### config.mk
export PLATFORM = sky130hd
export DESIGN_NAME = mbet_front
export DESIGN_NICKNAME = d
export VERILOG_FILES = /design/src/design/mandelbrot_escape_time_pixel_top_assert.svh /design/src/design/mbet_pkg.sv /design/src/design/mbet_front.sv
export SDC_FILE = /design/constraint.sdc
export NUM_CORES = 1
export LEC_CHECK = 0
export ABC_AREA = 1
export BUFFER_PORTS_ARGS = -buffer_cell sky130_fd_sc_hd__buf_2
export CORE_MARGIN = 3
export CORE_UTILIZATION = 62
export DETAILED_ROUTE_END_ITERATION = 16
export PLACE_DENSITY = 0.86
export RECOVER_POWER = 25
export SLEW_MARGIN = 20
export SYNTH_ARGS = -nofsm -noshare
export SYNTH_HDL_FRONTEND = slang
export SYNTH_SLANG_ARGS = --single-unit
### constraint.sdc
create_clock -name clk -period 9.39 [get_ports clk]
set_clock_uncertainty 0.15 [all_clocks]
set_input_delay 1.878 -clock clk [delete_from_list [all_inputs] [get_ports clk]]
set_output_delay 1.878 -clock clk [all_outputs]
set_load 0.01 [all_outputs]
### src/design/mandelbrot_escape_time_pixel_top_assert.svh
// assertion macros shared by the mandelbrot escape time pixel block
// no dependencies; included by the modules that carry assertions
`ifndef MANDELBROT_ESCAPE_TIME_PIXEL_TOP_ASSERT_SVH
`define MANDELBROT_ESCAPE_TIME_PIXEL_TOP_ASSERT_SVH

// same-cycle implication, off during reset
`define MBET_ASSERT(name, clk, rst_n, ante, cons, msg) \
  name: assert property (@(posedge clk) disable iff (!rst_n) (ante) |-> (cons)) \
    else $error(msg);

// next-cycle implication, off during reset
`define MBET_ASSERT_NEXT(name, clk, rst_n, ante, cons, msg) \
  name: assert property (@(posedge clk) disable iff (!rst_n) (ante) |=> (cons)) \
    else $error(msg);

`endif

### src/design/mbet_pkg.sv
// shared types, constants and helper functions of the mandelbrot escape time block
// no dependencies
package mbet_pkg;

  localparam int FRAC_BITS = 28;
  localparam int MAX_SIDE  = 1024;

  localparam int Q_W     = FRAC_BITS + 4;
  localparam int P_W     = 2 * Q_W;
  localparam int IDX_W   = 10;
  localparam int DIV_W   = 11;
  localparam int LIM_W   = 8;
  localparam int COL_W   = 8;
  localparam int IDX3_W  = IDX_W + 2;
  localparam int NUM_W   = IDX3_W + FRAC_BITS;
  localparam int CFG_IDX_W = 2;

  localparam int CRD_DEPTH_DEF = 2;
  localparam int OUT_DEPTH_DEF = 2;

  localparam logic [CFG_IDX_W-1:0] REG_IMAGE_WIDTH  = 2'd0;
  localparam logic [CFG_IDX_W-1:0] REG_IMAGE_HEIGHT = 2'd1;
  localparam logic [CFG_IDX_W-1:0] REG_ITER_LIMIT   = 2'd2;

  localparam logic [DIV_W-1:0] IMAGE_WIDTH_RST  = 11'd256;
  localparam logic [DIV_W-1:0] IMAGE_HEIGHT_RST = 11'd256;
  localparam logic [LIM_W-1:0] ITER_LIMIT_RST   = 8'd100;

  localparam logic [COL_W-1:0] SCALE_SECOND = 8'd127;
  localparam logic [COL_W-1:0] SCALE_THIRD  = 8'd63;

  localparam logic signed [P_W-1:0] Q_MAX_P = {{(P_W-Q_W+1){1'b0}}, {(Q_W-1){1'b1}}};
  localparam logic signed [P_W-1:0] Q_MIN_P = {{(P_W-Q_W+1){1'b1}}, {(Q_W-1){1'b0}}};
  localparam logic signed [P_W-1:0] HALF3_P = P_W'(3) << (FRAC_BITS - 1);
  localparam logic [P_W-1:0]        BOUND   = P_W'(4) << (2 * FRAC_BITS);

  typedef struct packed {
    logic [DIV_W-1:0] image_width;
    logic [DIV_W-1:0] image_height;
    logic [LIM_W-1:0] iteration_limit;
  } cfg_t;

  typedef struct packed {
    logic signed [Q_W-1:0] cr;
    logic signed [Q_W-1:0] ci;
  } coord_t;

  typedef struct packed {
    logic [COL_W-1:0] color_first;
    logic [COL_W-1:0] color_second;
    logic [COL_W-1:0] color_third;
    logic             inside_set;
  } result_t;

  function automatic logic [DIV_W-1:0] eff_divisor(input logic [DIV_W-1:0] d);
    logic [DIV_W-1:0] r;
    r = d;
    if (d == '0) r = DIV_W'(1);
    else if (d > DIV_W'(MAX_SIDE)) r = DIV_W'(MAX_SIDE);
    return r;
  endfunction

  function automatic logic signed [P_W-1:0] sext_q(input logic signed [Q_W-1:0] q);
    return {{(P_W-Q_W){q[Q_W-1]}}, q};
  endfunction

  function automatic logic signed [Q_W-1:0] sat_q(input logic signed [P_W-1:0] x);
    logic signed [P_W-1:0] r;
    r = x;
    if (x > Q_MAX_P) r = Q_MAX_P;
    else if (x < Q_MIN_P) r = Q_MIN_P;
    return $signed(r[Q_W-1:0]);
  endfunction

  // n*mult/255 truncated, via (x + x/256 + 1)/256
  function automatic logic [COL_W-1:0] color_scale(input logic [COL_W-1:0] n,
                                                   input logic [COL_W-1:0] mult);
    logic [2*COL_W-1:0] x;
    logic [2*COL_W-1:0] s;
    x = {{COL_W{1'b0}}, n} * {{COL_W{1'b0}}, mult};
    s = x + (x >> COL_W) + (2*COL_W)'(1);
    return s[2*COL_W-1:COL_W];
  endfunction

endpackage

### src/design/mbet_front.sv
// front end: takes a pixel beat and maps row and column to a Q4.28 point
// depends on mbet_pkg; one restoring divider shared by both coordinates
module mbet_front (
  input  logic                         clk,
  input  logic                         rst_n,
  input  mbet_pkg::cfg_t               cfg,
  input  logic                         in_push,
  input  logic [mbet_pkg::IDX_W-1:0]   in_pixel_row,
  input  logic [mbet_pkg::IDX_W-1:0]   in_pixel_col,
  output logic                         in_full,
  output logic                         crd_push,
  output mbet_pkg::coord_t             crd_data,
  input  logic                         crd_full
);

  localparam int NUM_W = mbet_pkg::NUM_W;
  localparam int DIV_W = mbet_pkg::DIV_W;
  localparam int IDX_W = mbet_pkg::IDX_W;
  localparam int IDX3_W = mbet_pkg::IDX3_W;
  localparam int Q_W = mbet_pkg::Q_W;
  localparam int P_W = mbet_pkg::P_W;
  localparam int CNT_W = $clog2(NUM_W);

  localparam logic [1:0] S_IDLE   = 2'd0;
  localparam logic [1:0] S_DIV_RE = 2'd1;
  localparam logic [1:0] S_DIV_IM = 2'd2;
  localparam logic [1:0] S_PUSH   = 2'd3;

  logic [1:0]            state_r, state_nxt;
  logic [CNT_W-1:0]      bit_cnt_r, bit_cnt_nxt;
  logic [NUM_W-1:0]      num_r, num_nxt;
  logic [DIV_W-1:0]      rem_r, rem_nxt;
  logic [DIV_W-1:0]      div_r, div_nxt;
  logic [IDX_W-1:0]      col_r, col_nxt;
  logic signed [Q_W-1:0] cr_r, cr_nxt;
  logic signed [Q_W-1:0] ci_r, ci_nxt;

  logic [DIV_W:0]        trial;
  logic                  ge;
  logic [DIV_W-1:0]      rem_step;
  logic [NUM_W-1:0]      quot;
  logic signed [Q_W-1:0] coord_val;
  logic                  last_bit;
  logic [IDX3_W-1:0]     row3, col3;

  assign trial     = {rem_r, num_r[NUM_W-1]};
  assign ge        = (trial >= {1'b0, div_r});
  assign rem_step  = ge ? DIV_W'(trial - {1'b0, div_r}) : trial[DIV_W-1:0];
  assign quot      = {num_r[NUM_W-2:0], ge};
  assign coord_val = mbet_pkg::sat_q($signed({{(P_W-NUM_W){1'b0}}, quot}) -
                                     mbet_pkg::HALF3_P);
  assign last_bit  = (bit_cnt_r == CNT_W'(NUM_W - 1));
  assign row3      = ({2'b00, in_pixel_row} << 1) + {2'b00, in_pixel_row};
  assign col3      = ({2'b00, col_r} << 1) + {2'b00, col_r};

  assign in_full  = (state_r != S_IDLE);
  assign crd_push = (state_r == S_PUSH);
  assign crd_data = '{cr: cr_r, ci: ci_r};

  always_comb begin
    state_nxt   = state_r;
    bit_cnt_nxt = bit_cnt_r;
    num_nxt     = num_r;
    rem_nxt     = rem_r;
    div_nxt     = div_r;
    col_nxt     = col_r;
    cr_nxt      = cr_r;
    ci_nxt      = ci_r;
    unique case (state_r)
      S_IDLE: begin
        if (in_push) begin
          num_nxt     = {row3, {(NUM_W-IDX3_W){1'b0}}};
          rem_nxt     = '0;
          div_nxt     = mbet_pkg::eff_divisor(cfg.image_width);
          col_nxt     = in_pixel_col;
          bit_cnt_nxt = '0;
          state_nxt   = S_DIV_RE;
        end
      end
      S_DIV_RE, S_DIV_IM: begin
        num_nxt     = quot;
        rem_nxt     = rem_step;
        bit_cnt_nxt = bit_cnt_r + 1'b1;
        if (last_bit) begin
          bit_cnt_nxt = '0;
          if (state_r == S_DIV_RE) begin
            cr_nxt    = coord_val;
            num_nxt   = {col3, {(NUM_W-IDX3_W){1'b0}}};
            rem_nxt   = '0;
            div_nxt   = mbet_pkg::eff_divisor(cfg.image_height);
            state_nxt = S_DIV_IM;
          end else begin
            ci_nxt    = coord_val;
            state_nxt = S_PUSH;
          end
        end
      end
      S_PUSH: begin
        if (!crd_full) begin
          state_nxt = S_IDLE;
        end
      end
      default: state_nxt = S_IDLE;
    endcase
  end

  always_ff @(posedge clk) begin
    if (!rst_n) begin
      state_r   <= S_IDLE;
      bit_cnt_r <= '0;
    end else begin
      state_r   <= state_nxt;
      bit_cnt_r <= bit_cnt_nxt;
    end
  end

  always_ff @(posedge clk) begin
    num_r <= num_nxt;
    rem_r <= rem_nxt;
    div_r <= div_nxt;
    col_r <= col_nxt;
    cr_r  <= cr_nxt;
    ci_r  <= ci_nxt;
  end

endmodule

# Word level (Yosys, flattened, before mapping)
# Cells that the tools add are included.
# Widths: inputs -> output; s select.
[word_totals]
inputBits = 54
mem_bits_rw = 0
out_inout_bits = 66
regBits = 144
mem_count = 0
word_cells = 66
latch_bits = 0
romBits = 0
[op_classes]
div_mod_pow = 0
mul = 0
eq_ne = 8
bitwise_logic = 1
n_shift = 0
add_sub_neg = 5
order_cmp = 5
muxes = 27
n_reduce_logical = 12
[op_table]
columns = ["op", "count"]
rows = [
  ["$mux 11", 11],
  ["$mux 40", 3],
  ["$pmux 40 s2", 1],
  ["$mux 32", 2],
  ["$pmux 11 s2", 2],
  ["$gt 41x32->1 const B", 1],
  ["$lt 41x32->1 const B", 1],
  ["$sub 40x29->41 const B", 1],
  ["$add 11x10->12", 2],
  ["$gt 11x11->1 const B", 2],
  ["$logic_not 11->1", 2],
  ["$ge 12x11->1", 1],
  ["$mux 6", 2],
  ["$pmux 6 s2", 1],
  ["$sub 11x11->11", 1],
  ["$reduce_and 3->1", 3],
  ["$ne 2x2->1 const B", 4],
  ["$add 6x1->6 const B", 1],
  ["$eq 6x6->1 const B", 1],
  ["$mux 2", 3],
  ["$pmux 2 s3", 1],
  ["$eq 2x2->1 const B", 2],
  ["$reduce_and 2->1", 2],
  ["$reduce_and 4->1", 1],
  ["6 further kinds", 7],
]

# Longest topological paths before layout
[logic_depth]
depth_word = 6
ltp_mapped = 13

# Worst setup path before layout
# No wires, ideal clock.
[synth_path]
path_type = "input-to-reg"
from = "in in_push"
to = "reg bit_cnt_r[4]"
arrival_ns = 3.855
path_stages = 7
required_time_ns = 9.111
setup_slack_ns = 5.256
path_cell_list = "nand2_1 -> inv_1 -> a21oi_1 -> inv_1 -> nand3_1 -> xor2_1 -> nor2_1"
[synth_between]
elab_chain_cells = 2
[synth_rtl]
columns = ["item", "line_no", "source"]
rows = [
  ["start, declared", "mbet_front.sv:7", "input logic in_push,"],
  ["$ne 2x2->1 (no line)", "--", ""],
  ["$reduce_and 2->1 (no line)", "--", ""],
  ["end signal, assigned", "mbet_front.sv:113", "bit_cnt_r <= bit_cnt_nxt;"],
  ["end, declared", "mbet_front.sv:30", "logic [CNT_W-1:0] bit_cnt_r, bit_cnt_nxt;"],
]
# No other way between the ends.
# A chain may end at the register's enable or synchronous reset.

# Worst setup path in the final report
# Ends and elaborated chain as after synthesis.

==> impl_results.md <==
- Status: completed
- CP max FO: 56
- Ys flop type: edfxtp_1
- HP Start: state_r[0]$_SDFFE_PN0P_
- First-pass GRT wire length: 25800 um
- GRT Total Usage: about a quarter
- Via/cell ratio: between 5 and 6
- Largest net degree at the start of global routing: 57
- Fmax: 241 MHz
- Met1 GRT Util: around a third
- DRT Pass-1 Iters: 5
- Syn Std Cell Area: 7560 um2
- Syn avg cell area: 9.46 um2
- H-tree depth: 4
- Ys Warns: 0
- Proportion of layout cells with a drive suffix above 1: 14.6%
- Worst EP arrival: ~4.3 ns
- Initial antenna violation count: 0
- Number of routed nets with antenna violations: 0
- Area of the multi-input gates: 2800 um2
- Via count: 5849
- GRT busiest layer: met2
- Area growth syn-to-layout: 17.0%
- GR Layer Usage met2: 40.5%
- Worst Setup End Kind: flop
- Postcts setup bufs: 0
- Reg2Reg Setup Slack: about 5.7 ns
- TNS Setup: 0 ns
- Number of I/O port buffers: 111
- Max transition margin: 3.46%
- Fin. Hold Viols: 0
- Hold slack: ~0.36 ns
- Post-cts resize count: 0
- Die height: approximately 120 um
- Top cell type's share of synthesized area: 54.0%
- CTS Buf Count: 17
- Syn_nets: 895
- Hold Path Class: reg -> reg
- Hold EP: state_r[0]$_SDFFE_PN0P_
- Routability congestion estimate: 0.885
- RSZ-0062 raised after global routing: false
- CTS root buf: clkbuf_16
- # clock sinks: 144
- Power per cell area: around 330 nW/um2
- Leading area contributor after synthesis: edfxtp_1
- Crit start category: primary input
- Row count: 39
- Top-count cell post-synth: nand2_1
- Core Region: 11700 um2
- DRC: 0
- Met3 Track Usage GR: 5.75%
- Worst VDD drop: 260 uV
- Synth area leaders: edfxtp_1, nand2_1, ha_1
- Die width: 116 um
- Hpwl dp: 10700 um
- Post-synth ARST share: 0%
- Worst slew pin tran: 1.45 ns
- Clock buffer depth: 2
- Fill cells: 839
- IO Pins: 120
- WL final: 15900 um
- Clock-pin transition on the worst setup and hold timing paths: 0.06 ns
- Reported max-cap violation count: 0
- Hold Crit Depth: 2
- Leak: 3.98 nW
- Post-synth EDFFs: 136
- Synth top cells by count: nand2_1, edfxtp_1, inv_1
- Synth cell types: 34
- Setup Viol. Count Final: 0
- Die ar.: 13500 um2
- RR Startpoint: state_r[0]$_SDFFE_PN0P_
- Fin nets: 1013
- Hold buffers post-CTS: 0
- Crit path time final: 4.15 ns
- GRT overflow: 0
- Final Max Slew Viols: 0
- Reg2reg end: rem_r[3]$_SDFFCE_PP0P_
- R2R cell count: 8
- WL per Instance: around 15 um
- TritonCTS clock tree: yes
- Starting Density: 64.8%
- Seq/Total Area, Yosys: a little under three fifths
- # diodes: 0
- Worst Setup SP: in_push
- Skew-Pair Late Insertion Delay: between 0.4 and 0.5 ns
- Seq cells post-synth: 144
- Critical path required time: approximately 9.5 ns
- Period Utilization, post-route: around 44%
- Initial drt markers: 487
- Vias in the first global route: between 5000 and 6000
- WS Path Type: in -> reg
- FF/Latch Area: 4240 um2
- Synth Instances: about 800
registers in the layout, summed over array words and instances, names as in the netlist:
register / count
num_r: 40
cr_r: 32
state_r: 2
bit_cnt_r: 6
col_r: 10
rem_r: 11
ci_r: 32
div_r: 11
placed cells by master, fill, tap and decap left out, types with 6 or more instances in the layout:
cell type and instances:
a21oi_1 43, buf_2 90, clkbuf_1 23, clkbuf_16 17, dfxtp_1 8, edfxtp_1 136, ha_1 39, inv_1 110
nand2_1 198, nand3_1 43, nand4_1 13, nor2_1 90, nor3_1 8, o211ai_1 6, o21ai_0 35, xnor2_1 7
xor2_1 10
worst max-delay path by stage:
| stage | end | slack [ns] | depth (start not counted) |
|---|---|---|---|
| after floorplan | bit_cnt_r[4]$_SDFFE_PN0P_ | 5.26 | 7 |
| after global placement | bit_cnt_r[4]$_SDFFE_PN0P_ | 5.20 | 8 |
| after detailed placement | bit_cnt_r[4]$_SDFFE_PN0P_ | 5.08 | 8 |
| after CTS | bit_cnt_r[4]$_SDFFE_PN0P_ | 5.52 | 8 |
| after global routing | bit_cnt_r[4]$_SDFFE_PN0P_ | 4.96 | 8 |
| final | bit_cnt_r[4]$_SDFFE_PN0P_ | 5.24 | 8 |
metrics by stage:
step / std cells / worst slack (ns) / instance area (um2) / utilization [%] / total power [mW]
floorplan: 799 / 5.26 / 7560 / - / 1.92
global placement: 1041 / 5.20 / 8230 / 70.6 / 2.13
detailed placement: 1041 / 5.08 / 8230 / 70.6 / 2.18
CTS: 1072 / 5.52 / 8870 / 76.1 / 2.95
global route: 1072 / 4.96 / 8840 / 75.8 / 3.15
finish: 1072 / 5.24 / 8840 / 75.8 / 2.94
metal layers:
metal | vias to the layer above | share of wire [%]
met2 | 221 | 48
met1 | 2682 | 44
met5 | - | 0
met4 | 0 | 2.1
li1 | 2917 | -
met3 | 29 | 6.1
logic make-up after synthesis:
family	share of synthesized area [%]
flops	56.2
simple gates	20.6
compound gates	7.29
buf+inv	6.76
fa+ha+maj	7.25
xor+xnor	1.97
where the power goes:
part           internal (mW)  switching (mW)
combinational          0.371           0.745
clock                  0.470           0.262
sequential             0.970           0.126
total                   1.81            1.13
worst max-delay path, stage by stage:
cell and delay, ns:
buf_2 0.10, nand2_1 0.05, inv_1 0.19, a21oi_1 0.58, clkinv_2 0.93, nand3_1 0.32, xor2_1 0.18, nor2_1 0.05
layout make-up:
class                      count  area share, %
inverter                     115           4.90
tap                          143           2.02
clock buffer                  18           4.86
timing repair buffer         113           6.12
multi-input combinational    526           31.7
clock inverter                13           2.35
sequential                   144           48.0
(Power assumes the default switching activity.)
