$ cat config.mk
export PLATFORM = sky130hd
export DESIGN_NAME = mbet_fifo
export DESIGN_NICKNAME = d
export VERILOG_FILES = /design/src/design/mbet_fifo.sv
export VERILOG_INCLUDE_DIRS = /design/src /design/src/design
export SDC_FILE = /design/constraint.sdc
export NUM_CORES = 1
export LEC_CHECK = 0
export ABC_AREA = 0
export BUFFER_PORTS_ARGS = -buffer_cell sky130_fd_sc_hd__buf_2
export CAP_MARGIN = 20
export CELL_PAD_IN_SITES_DETAIL_PLACEMENT = 0
export CELL_PAD_IN_SITES_GLOBAL_PLACEMENT = 1
export CORE_ASPECT_RATIO = 1.5
export CORE_MARGIN = 2
export CORE_UTILIZATION = 31
export DETAILED_ROUTE_END_ITERATION = 7
export GPL_ROUTABILITY_DRIVEN = 0
export PLACE_DENSITY = 0.69
export SLEW_MARGIN = 20
export SYNTH_ARGS = -nofsm -noshare
export SYNTH_HDL_FRONTEND = slang
export SYNTH_SLANG_ARGS = --single-unit
export TNS_END_PERCENT = 5
$ cat constraint.sdc
create_clock -name clk -period 2.15 [get_ports clk]
set_clock_uncertainty 0.2 [all_clocks]
set_input_delay 0 -clock clk [delete_from_list [all_inputs] [get_ports clk]]
set_output_delay 0 -clock clk [all_outputs]
set_load 0.02 [all_outputs]
$ cat src/design/mandelbrot_escape_time_pixel_top_assert.svh
// assertion macros shared by the mandelbrot escape time pixel block
// no dependencies; included by the modules that carry assertions
`ifndef MANDELBROT_ESCAPE_TIME_PIXEL_TOP_ASSERT_SVH
`define MANDELBROT_ESCAPE_TIME_PIXEL_TOP_ASSERT_SVH

// same-cycle implication, off during reset
`define MBET_ASSERT(name, clk, rst_n, ante, cons, msg) \
  name: assert property (@(posedge clk) disable iff (!rst_n) (ante) |-> (cons)) \
    else $error(msg);

// next-cycle implication, off during reset
`define MBET_ASSERT_NEXT(name, clk, rst_n, ante, cons, msg) \
  name: assert property (@(posedge clk) disable iff (!rst_n) (ante) |=> (cons)) \
    else $error(msg);

`endif

$ cat src/design/mbet_fifo.sv
// small first-in first-out queue built from registers
// depends on mandelbrot_escape_time_pixel_top_assert.svh; DEPTH must be 2 or more
`include "mandelbrot_escape_time_pixel_top_assert.svh"

module mbet_fifo #(
  parameter int WIDTH = 8,
  parameter int DEPTH = 2
) (
  input  logic             clk,
  input  logic             rst_n,
  input  logic             wr_en,
  input  logic [WIDTH-1:0] wr_data,
  output logic             full,
  input  logic             rd_en,
  output logic [WIDTH-1:0] rd_data,
  output logic             empty
);

  localparam int PTR_W = $clog2(DEPTH);
  localparam int CNT_W = $clog2(DEPTH + 1);

  logic [WIDTH-1:0] mem_r [DEPTH];
  logic [PTR_W-1:0] wr_ptr_r, wr_ptr_nxt;
  logic [PTR_W-1:0] rd_ptr_r, rd_ptr_nxt;
  logic [CNT_W-1:0] count_r, count_nxt;
  logic             wr_ok, rd_ok;

  assign full    = (count_r == CNT_W'(DEPTH));
  assign empty   = (count_r == '0);
  assign wr_ok   = wr_en && !full;
  assign rd_ok   = rd_en && !empty;
  assign rd_data = mem_r[rd_ptr_r];

  always_comb begin
    wr_ptr_nxt = wr_ptr_r;
    rd_ptr_nxt = rd_ptr_r;
    count_nxt  = count_r;
    if (wr_ok) begin
      wr_ptr_nxt = (wr_ptr_r == PTR_W'(DEPTH - 1)) ? '0 : wr_ptr_r + 1'b1;
    end
    if (rd_ok) begin
      rd_ptr_nxt = (rd_ptr_r == PTR_W'(DEPTH - 1)) ? '0 : rd_ptr_r + 1'b1;
    end
    if (wr_ok && !rd_ok) begin
      count_nxt = count_r + 1'b1;
    end else if (rd_ok && !wr_ok) begin
      count_nxt = count_r - 1'b1;
    end
  end

  always_ff @(posedge clk) begin
    if (!rst_n) begin
      wr_ptr_r <= '0;
      rd_ptr_r <= '0;
      count_r  <= '0;
    end else begin
      wr_ptr_r <= wr_ptr_nxt;
      rd_ptr_r <= rd_ptr_nxt;
      count_r  <= count_nxt;
    end
  end

  always_ff @(posedge clk) begin
    if (wr_ok) begin
      mem_r[wr_ptr_r] <= wr_data;
    end
  end

  `MBET_ASSERT(a_fifo_bound, clk, rst_n, 1'b1, count_r <= CNT_W'(DEPTH), "fifo overfilled")
  `MBET_ASSERT_NEXT(a_fifo_fill, clk, rst_n, wr_ok && !rd_ok, count_r == $past(count_r) + 1'b1, "fifo count lost a beat")

endmodule

# Word-level counts from Yosys, hierarchy flattened
# Memory sizes are Yosys's and may differ from the RTL's. A register that Yosys moved wholly into a read port is not among the register bits.
# Index checks and enable logic that the tools add are counted.
[totals] regBits=4 ramBits=16 out_inout_bits=10 word_cells=27 mem_count=1
[memory_table] memory="mem_r" depth=2 width=8 rd=1 rd_clocked_by_memory_dff=1 wr=1 line_no="mbet_fifo.sv:22" text="logic [WIDTH-1:0] mem_r [DEPTH];"
[op_classes] add_sub_neg=4 eq_ne=1 n_mux=8 n_reduce_logical=10
[op_table] operator="$mux W1" n=6
[op_table] operator="$logic_and A1 B1 Y1" n=4
[op_table] operator="$logic_not A1 Y1" n=4
[op_table] operator="$mux W2" n=2
[op_table] operator="$add A1 B1 Y1 const B" n=2
[op_table] operator="$add A2 B1 Y2 const B" n=1
[op_table] operator="$eq A2 B2 Y1 const B" n=1
[op_table] operator="$logic_not A2 Y1" n=1
[op_table] operator="$reduce_bool A2 Y1" n=1
[op_table] operator="$sub A2 B1 Y2 const B" n=1

# Logic depth before layout (Yosys ltp)
# Gate-level depths: netlist of run 1.
[depth] word_depth=7 depth_mapped=7

# Least setup slack after synthesis of run 1
# No wires, ideal clock.
[synth_path] path_kind="flip-flop to flip-flop" start="register count_r[0]" end="register count_r[1]" t_arrival_ps=1444 slack_ps=436 path_stages_with_launch=7 synth_period_minus_slack_ps=1714 cell_sequence="dfxtp_1 > nand2b_1 > inv_2 > nor2_1 > ha_1 > or3_1 > a21boi_1"
[synth_via] elab_chain_len=6 word_cells_on_any_way=15 classes_between="2 x add/sub; 1 x eq/ne; 2 x mux; 10 x reduce/logical"
[synth_rtl] element="from (decl)" line_no="mbet_fifo.sv:25" text="logic [CNT_W-1:0] count_r, count_nxt;"
[synth_rtl] element="from (signal assigned)" line_no="mbet_fifo.sv:59" text="count_r <= count_nxt;"
[synth_rtl] element="$eq A2 B2 Y1 (*)" line_no="mbet_fifo.sv:28" text="assign full = (count_r == CNT_W'(DEPTH));"
[synth_rtl] element="via full" line_no="mbet_fifo.sv:13" text="output logic full,"
[synth_rtl] element="$logic_not A1 Y1 (*)" line_no="mbet_fifo.sv:30" text="assign wr_ok = wr_en && !full;"
[synth_rtl] element="$logic_and A1 B1 Y1 (*)" line_no="mbet_fifo.sv:30"
[synth_rtl] element="$logic_not A1 Y1" line_no="mbet_fifo.sv:46" text="end else if (rd_ok && !wr_ok) begin"
[synth_rtl] element="$logic_and A1 B1 Y1" line_no="mbet_fifo.sv:46"
[synth_rtl] element="$reduce_bool A2 Y1 (no line)"
# The timed path passes the listed nets; every way through them passes the cells marked *. The select of a mux whose other input is x is not followed.
# A chain may end at the register's enable or synchronous reset.

# Final worst setup path of run 1
[layout_path] start="register count_r[0]" end="register wr_ptr_r"
[layout_via] elab_chain_len=3
[layout_rtl] element="$eq A2 B2 Y1" line_no="mbet_fifo.sv:28"
[layout_rtl] element="$logic_not A1 Y1" line_no="mbet_fifo.sv:30"
[layout_rtl] element="$logic_and A1 B1 Y1" line_no="mbet_fifo.sv:30"
[layout_rtl] element="to (signal assigned)" line_no="mbet_fifo.sv:57" text="wr_ptr_r <= wr_ptr_nxt;"
[layout_rtl] element="to (decl)" line_no="mbet_fifo.sv:23" text="logic [PTR_W-1:0] wr_ptr_r, wr_ptr_nxt;"
# No other way between the ends.

==> run_results.csv, run 1 <==
group,metric,value,unit
pwr,switching_share,32.04,%
pwr,vdd_drop_max,0.6321,mV
cells_and_area,nNetsFinal,100,
cells_and_area,diodes,0,
worst_setup_path,r2r_start,"count_r[0]",
drt,first_iter_violations,4,
drt,vias,506,
timing,hold_violations,0,
timing,setup_ws,0.2644,ns
die,io_pins,22,
logic_synthesis,async_reset_ff_share,0,%
die,dieHeight,66.59,microns
worst_setup_path,cpMaxStageDelayCell,"dlygate4sd3_1",
timing,rsz0062_at_grt,"no",
global_route,grt_pass1_wl,2021,microns
pwr,powerDensity,1070,nW/um^2
timing,fin_setup_tns,0,ns
logic_synthesis,ys_seq_area_share,71.72,%
pwr,seqPwrFrac,49.3,%
placed_design,dp_hpwl,876.2,microns
die,die_area,3045,sq um
clocking,cts_resized,0,
logic_synthesis,ys_types,20,
die,coreArea,2477,sq um
logic_synthesis,yosysWarnings,0,
cells_and_area,drive_gt1_share,40.70,%
timing,period_needed,1.886,ns
logic_synthesis,yosys-top-cells-count,"16 x edfxtp_1, 8 x mux2_2, 5 x dfxtp_1",
global_route,grt-ovfl-total,0,
logic_synthesis,synth_edf_count,16,
timing,setup_violations,0,
logic_synthesis,synth_most_common_cell,"edfxtp_1",
pwr,total_power,1.160,mW
min_path,holdCritPathClass,"input pin to register",
logic_synthesis,synth_top_area_cell,"edfxtp_1",
logic_synthesis,yosys.area.top_type_share,59.35,%
worst_setup_path,crit_chain,"nand2b_1 > inv_2 > nor3_2 > buf_4 > o21a_1 > dlygate4sd3_1",
worst_setup_path,cpPeakStageDelay,0.55,ns
pwr,intPower,788.1,uW
worst_setup_path,reg2reg_slack,0.26,ns
min_path,hold_path_depth,4,
pwr,comb_power_share,35.7,%
min_path,min_to,"mem_r[0][0]",
die,row_count,22,
logic_synthesis,avgSynthCellArea,16.19,sq um
pwr,pwr-share-clk,15.0,%
min_path,hold_start,"wr_en",
worst_setup_path,arrival,1.87,ns
die,fp.dieW,45.73,microns
cells_and_area,final_cell_count_no_fill,110,
timing,worst_slew_pin_slew,0.3906,ns
logic_synthesis,synth_fp_nets,63,
worst_setup_path,rr_worst_depth,6,
worst_setup_path,critPathCaptureType,"register",
global_route,grt_antenna_before_repair,0,
drt,post_drt_wl_per_cell,11.14,microns
clocking,insertion_delay,0.29,ns
clocking,numCtsBuffers,3,
timing,maxSlewHeadroom,73.96,%
worst_setup_path,start_kind,"register",
clocking,clockBufferDepth,2,
die,floorplan.initialDensity,32.68,%
clocking,clkTransAtPathRegs,0.10,ns
placed_design,dpl_worst_slack,0.4068,ns
placed_design,dp.cells,95,
drt,firstDrtPassIters,4,
clocking,cts_tree,"yes",
drt,wl,1225,microns
global_route,grt_pass1_vias,484,
global_route,grt_max_degree,12,
clocking,cts_sinks,21,
worst_setup_path,critPathMaxFanout,9,
worst_setup_path,required,2.13,ns
timing,fin_crit_sh,87.70,%
placed_design,dpl_cell_area,947.2,sq um
pwr,power.leakage,0.4315,nW
logic_synthesis,ys_seq_elements,21,
drt,antenna_left,0,
worst_setup_path,crit_type,"register to register",
worst_setup_path,reg2reg_to,"wr_ptr_r",
cells_and_area,syn_to_final_growth,33.85,%
logic_synthesis,synth_ff_type,"edfxtp_1",
clocking,post_cts_buffers,0,
drt,routed_via_density,4.600,
clocking,cts-root-buf,"clkbuf_4",
outcome,status,"finished, final reports clean",
global_route,track_usage,9.539,%
clocking,htreeDepth,1,
pwr,power.switching,371.6,uW
logic_synthesis,netlist_instances,50,
logic_synthesis,netlist_top_cells_area,"edfxtp_1 59%, dfxtp_1 12%, mux2_2 11%, and2_1 2.3%, xnor2_1 2.2%",
cells_and_area,fin_area,1084,sq um
logic_synthesis,syn_area,809.5,sq um
flow_run,maxCapViolations,0,
placed_design,portBuffers,21,
timing,clock.fmax,530.3,MHz
drt,drc,0,
timing,slew_violations,0,
power groups by stage:
stage                     Combinational [mW]  Sequential [mW]  Clock [mW]
after floorplan                        0.311            0.553           0
after global placement                 0.393            0.580           0
after detailed placement               0.400            0.583           0
after CTS                              0.420            0.573       0.187
after global routing                   0.452            0.583       0.206
final                                  0.414            0.572       0.174
flip-flops by register name, summed over array words and instances (netlist names), named ones only:
name      count
mem_r        16
count_r       2
wr_ptr_r      1
rd_ptr_r      1
repair_timing:
item,in CTS,in global routing
endpoints found under the hold margin,21,0
hold buffers,11,0
endpoints found under the setup margin,0,0
final cells by class:
| class | instances | area [sq um] |
|---|---|---|
| flip-flops and latches | 21 | 580.6 |
| well taps | 24 | 30.03 |
| fillers | 244 | 1394 |
| clock buffers | 4 | 26.28 |
| repair buffers | 33 | 222.7 |
| multi-input cells | 26 | 216.5 |
| inverters | 2 | 7.507 |
routing by layer:
layer | GRT usage (%) | wire length (microns) | up-vias
met2 | 15.32 | 585 | 21
met4 | 6.429 | 14 | 0
met1 | 10.29 | 541 | 229
li1 | - | - | 254
met5 | 0 | 0 | -
met3 | 2.981 | 84 | 2
cells in the final DEF (no fill, tap or decap):
cell type / n
and3_1: 1
xor2_1: 1
ha_1: 1
buf_4: 1
xnor2_1: 2
clkbuf_1: 1
edfxtp_1: 16
inv_2: 1
nand2b_1: 1
mux2_2: 8
dfxtp_1: 5
inv_1: 1
clkbuf_4: 3
a21boi_0: 1
o21ai_1: 1
buf_2: 21
o21ai_0: 1
nor3_2: 1
nor2_1: 2
and2_1: 3
dlygate4sd3_1: 11
or3_1: 1
o21a_1: 1
a21boi_1: 1
how the worst max path moves through the flow:
stage | from | end
finish | count_r[0] | wr_ptr_r
global route | count_r[0] | wr_ptr_r
CTS | count_r[0] | wr_ptr_r
detailed placement | count_r[0] | count_r[1]
global placement | count_r[0] | count_r[1]
floorplan | count_r[0] | count_r[1]
worst max-delay path: cells and delay by family (launching register included):
family,cells,cell delay [ns]
and+or+nand+nor,2,0.23
AOI/OAI and AO/OA,1,0.19
buffers and inverters,3,0.81
DFF,1,0.37
per-stage QoR:
| step | utilization, % | hold WS, ns |
|---|---|---|
| finish | 43.74 | 0.07959 |
| global route | 43.74 | 0.08529 |
| CTS | 43.74 | 0.07073 |
| detailed placement | 38.23 | -0.007802 |
| global placement | 38.23 | -0.01062 |
| floorplan | - | -0.1011 |
cell families (layout without fill, tap and decap cells):
| family | Yosys count | in the layout | share of synthesized area, % |
|---|---|---|---|
| flops | 21 | 21 | 71.72 |
| buf+inv | 3 | 39 | 1.544 |
| simple gates | 9 | 9 | 6.803 |
| xor+xnor | 3 | 3 | 3.246 |
| mux | 8 | 8 | 11.13 |
| fa+ha+maj | 1 | 1 | 1.545 |
| compound gates | 5 | 5 | 4.018 |
Note: power is estimated with default switching activity, not from simulation.
==> run 2, diff against run 1 <==
- MAX_ROUTING_LAYER: not set -> met4
- RECOVER_POWER: not set -> 100
==> run_results.csv, run 2 (synthesis gave the netlist of run 1 again) <==
group,metric,value,unit
clocking,numCtsBuffers,3,
cells_and_area,nNetsFinal,100,
worst_setup_path,critPathMaxFanout,9,
flow_run,maxCapViolations,0,
clocking,clockBufferDepth,2,
timing,slew_violations,0,
die,io_pins,22,
drt,post_drt_wl_per_cell,11.06,microns
worst_setup_path,start_kind,"register",
pwr,switching_share,32.69,%
placed_design,dp_hpwl,876.2,microns
pwr,power.switching,371.2,uW
pwr,seqPwrFrac,50.2,%
drt,firstDrtPassIters,4,
min_path,holdCritPathClass,"input pin to register",
global_route,grt-ovfl-total,0,
drt,routed_via_density,4.564,
die,floorplan.initialDensity,32.68,%
timing,hold_slack,0.08026,ns
die,row_count,22,
clocking,cts_tree,"yes",
die,coreArea,2477,sq um
cells_and_area,final_common_cell,"edfxtp_1",
cells_and_area,drive_gt1_share,23.26,%
worst_setup_path,crit_type,"register to register",
pwr,pwr-share-clk,15.3,%
worst_setup_path,required,2.14,ns
pwr,total_power,1.136,mW
outcome,status,"finished, final reports clean",
timing,setup_violations,0,
timing,hold_violations,0,
worst_setup_path,cpPeakStageDelay,0.55,ns
worst_setup_path,crit_family,"buffers and inverters",
timing,rsz0062_at_grt,"no",
cells_and_area,top_register,"mem_r",
die,fp.dieW,45.73,microns
worst_setup_path,arrival,1.89,ns
drt,antenna_left,0,
cells_and_area,syn_to_final_growth,31.68,%
pwr,comb_power_share,34.4,%
timing,fin_crit_sh,88.67,%
global_route,grt_antenna_before_repair,0,
drt,wl,1217,microns
cells_and_area,final_cell_count_no_fill,110,
pwr,powerDensity,1065,nW/um^2
timing,setup_ws,0.2436,ns
drt,vias,502,
clocking,cts_sinks,21,
clocking,htreeDepth,1,
worst_setup_path,cp.buffers_inverters,3,
timing,worst_slew_pin_slew,0.3825,ns
pwr,power.leakage,0.3921,nW
die,dieHeight,66.59,microns
drt,first_iter_violations,4,
pwr,vdd_drop_max,0.6160,mV
cells_and_area,largest_reg_flops,16,
placed_design,dp.cells,95,
die,die_area,3045,sq um
timing,period_needed,1.906,ns
worst_setup_path,critPathCaptureType,"register",
timing,maxSlewHeadroom,74.47,%
worst_setup_path,cpMaxStageDelayCell,"dlygate4sd3_1",
placed_design,dpl_worst_slack,0.4068,ns
pwr,intPower,764.5,uW
global_route,track_usage,9.778,%
cells_and_area,diodes,0,
clocking,clkTransAtPathRegs,0.10,ns
global_route,grt_pass1_vias,484,
timing,fin_setup_tns,0,ns
clocking,cts_resized,0,
clocking,cts-root-buf,"clkbuf_4",
global_route,grt_max_degree,12,
clocking,insertion_delay,0.29,ns
worst_setup_path,crit_chain,"nand2b_1 > inv_1 > nor3_2 > buf_4 > o21a_1 > dlygate4sd3_1",
timing,clock.fmax,524.5,MHz
cells_and_area,reg_top3,"mem_r (16), count_r (2)",
placed_design,portBuffers,21,
cells_and_area,layout_common_cells,"16 x edfxtp_1, 15 x clkbuf_1, 11 x dlygate4sd3_1, 8 x mux2_2, 7 x buf_2",
global_route,grt_pass1_wl,2028,microns
drt,drc,0,
run 2: changes by cell type in the layout (fill, tap and decap cells not counted), moves of 2 or more:
cell	before	now
and2_1	3	1
buf_2	21	7
clkbuf_1	1	15
and2_0	0	2
run 2: layout make-up:
class / instances / area (sq um)
clock buffers: 4 / 26.28
fillers: 246 / 1411
inverters: 2 / 7.507
multi-input cells: 26 / 216.5
flip-flops and latches: 21 / 580.6
well taps: 24 / 30.03
repair buffers: 33 / 205.2
run 2: worst reg2reg max path: stages (launching register included):
cell and delay [ns]:
dfxtp_1 0.36, nand2b_1 0.18, inv_1 0.11, nor3_2 0.05, buf_4 0.17, o21a_1 0.19, dlygate4sd3_1 0.55
run 2: repair_timing:
item | CTS | global route
setup buffers | 0 | 0
hold endpoints to repair | 21 | 0
hold buffers | 11 | 0
run 2: final timing paths:
kind,from,endpoint,slack [ns],depth (start not counted)
worst max-delay path,count_r[0],wr_ptr_r,0.24,6
worst min-delay path,wr_en,mem_r[0][0],0.08,4
worst max register to register,count_r[0],wr_ptr_r,0.24,6
worst min register to register,count_r[1],count_r[1],0.34,2
run 2: stage by stage:
step	cell area (sq um)	util, %
floorplan	809.5	-
global placement	947.2	38.23
detailed placement	947.2	38.23
CTS	1084	43.74
global route	1066	43.03
finish	1066	43.03
run 2: power by group through the flow:
stage / logic [mW] / clock network (mW) / registers (mW)
global placement: 0.393 / 0 / 0.580
detailed placement: 0.400 / 0 / 0.583
finish: 0.391 / 0.174 / 0.571
CTS: 0.420 / 0.187 / 0.573
floorplan: 0.311 / 0 / 0.553
global route: 0.429 / 0.206 / 0.582
run 2: layer usage:
layer  up-vias  part of all wire [%]  global-route usage (%)
met3         2                   6.9                   2.710
met2        17                    49                   15.32
met1       230                    43                   10.46
met4         0                   1.2                   6.429
li1        253                     -                       -
met5         -                     0                       -
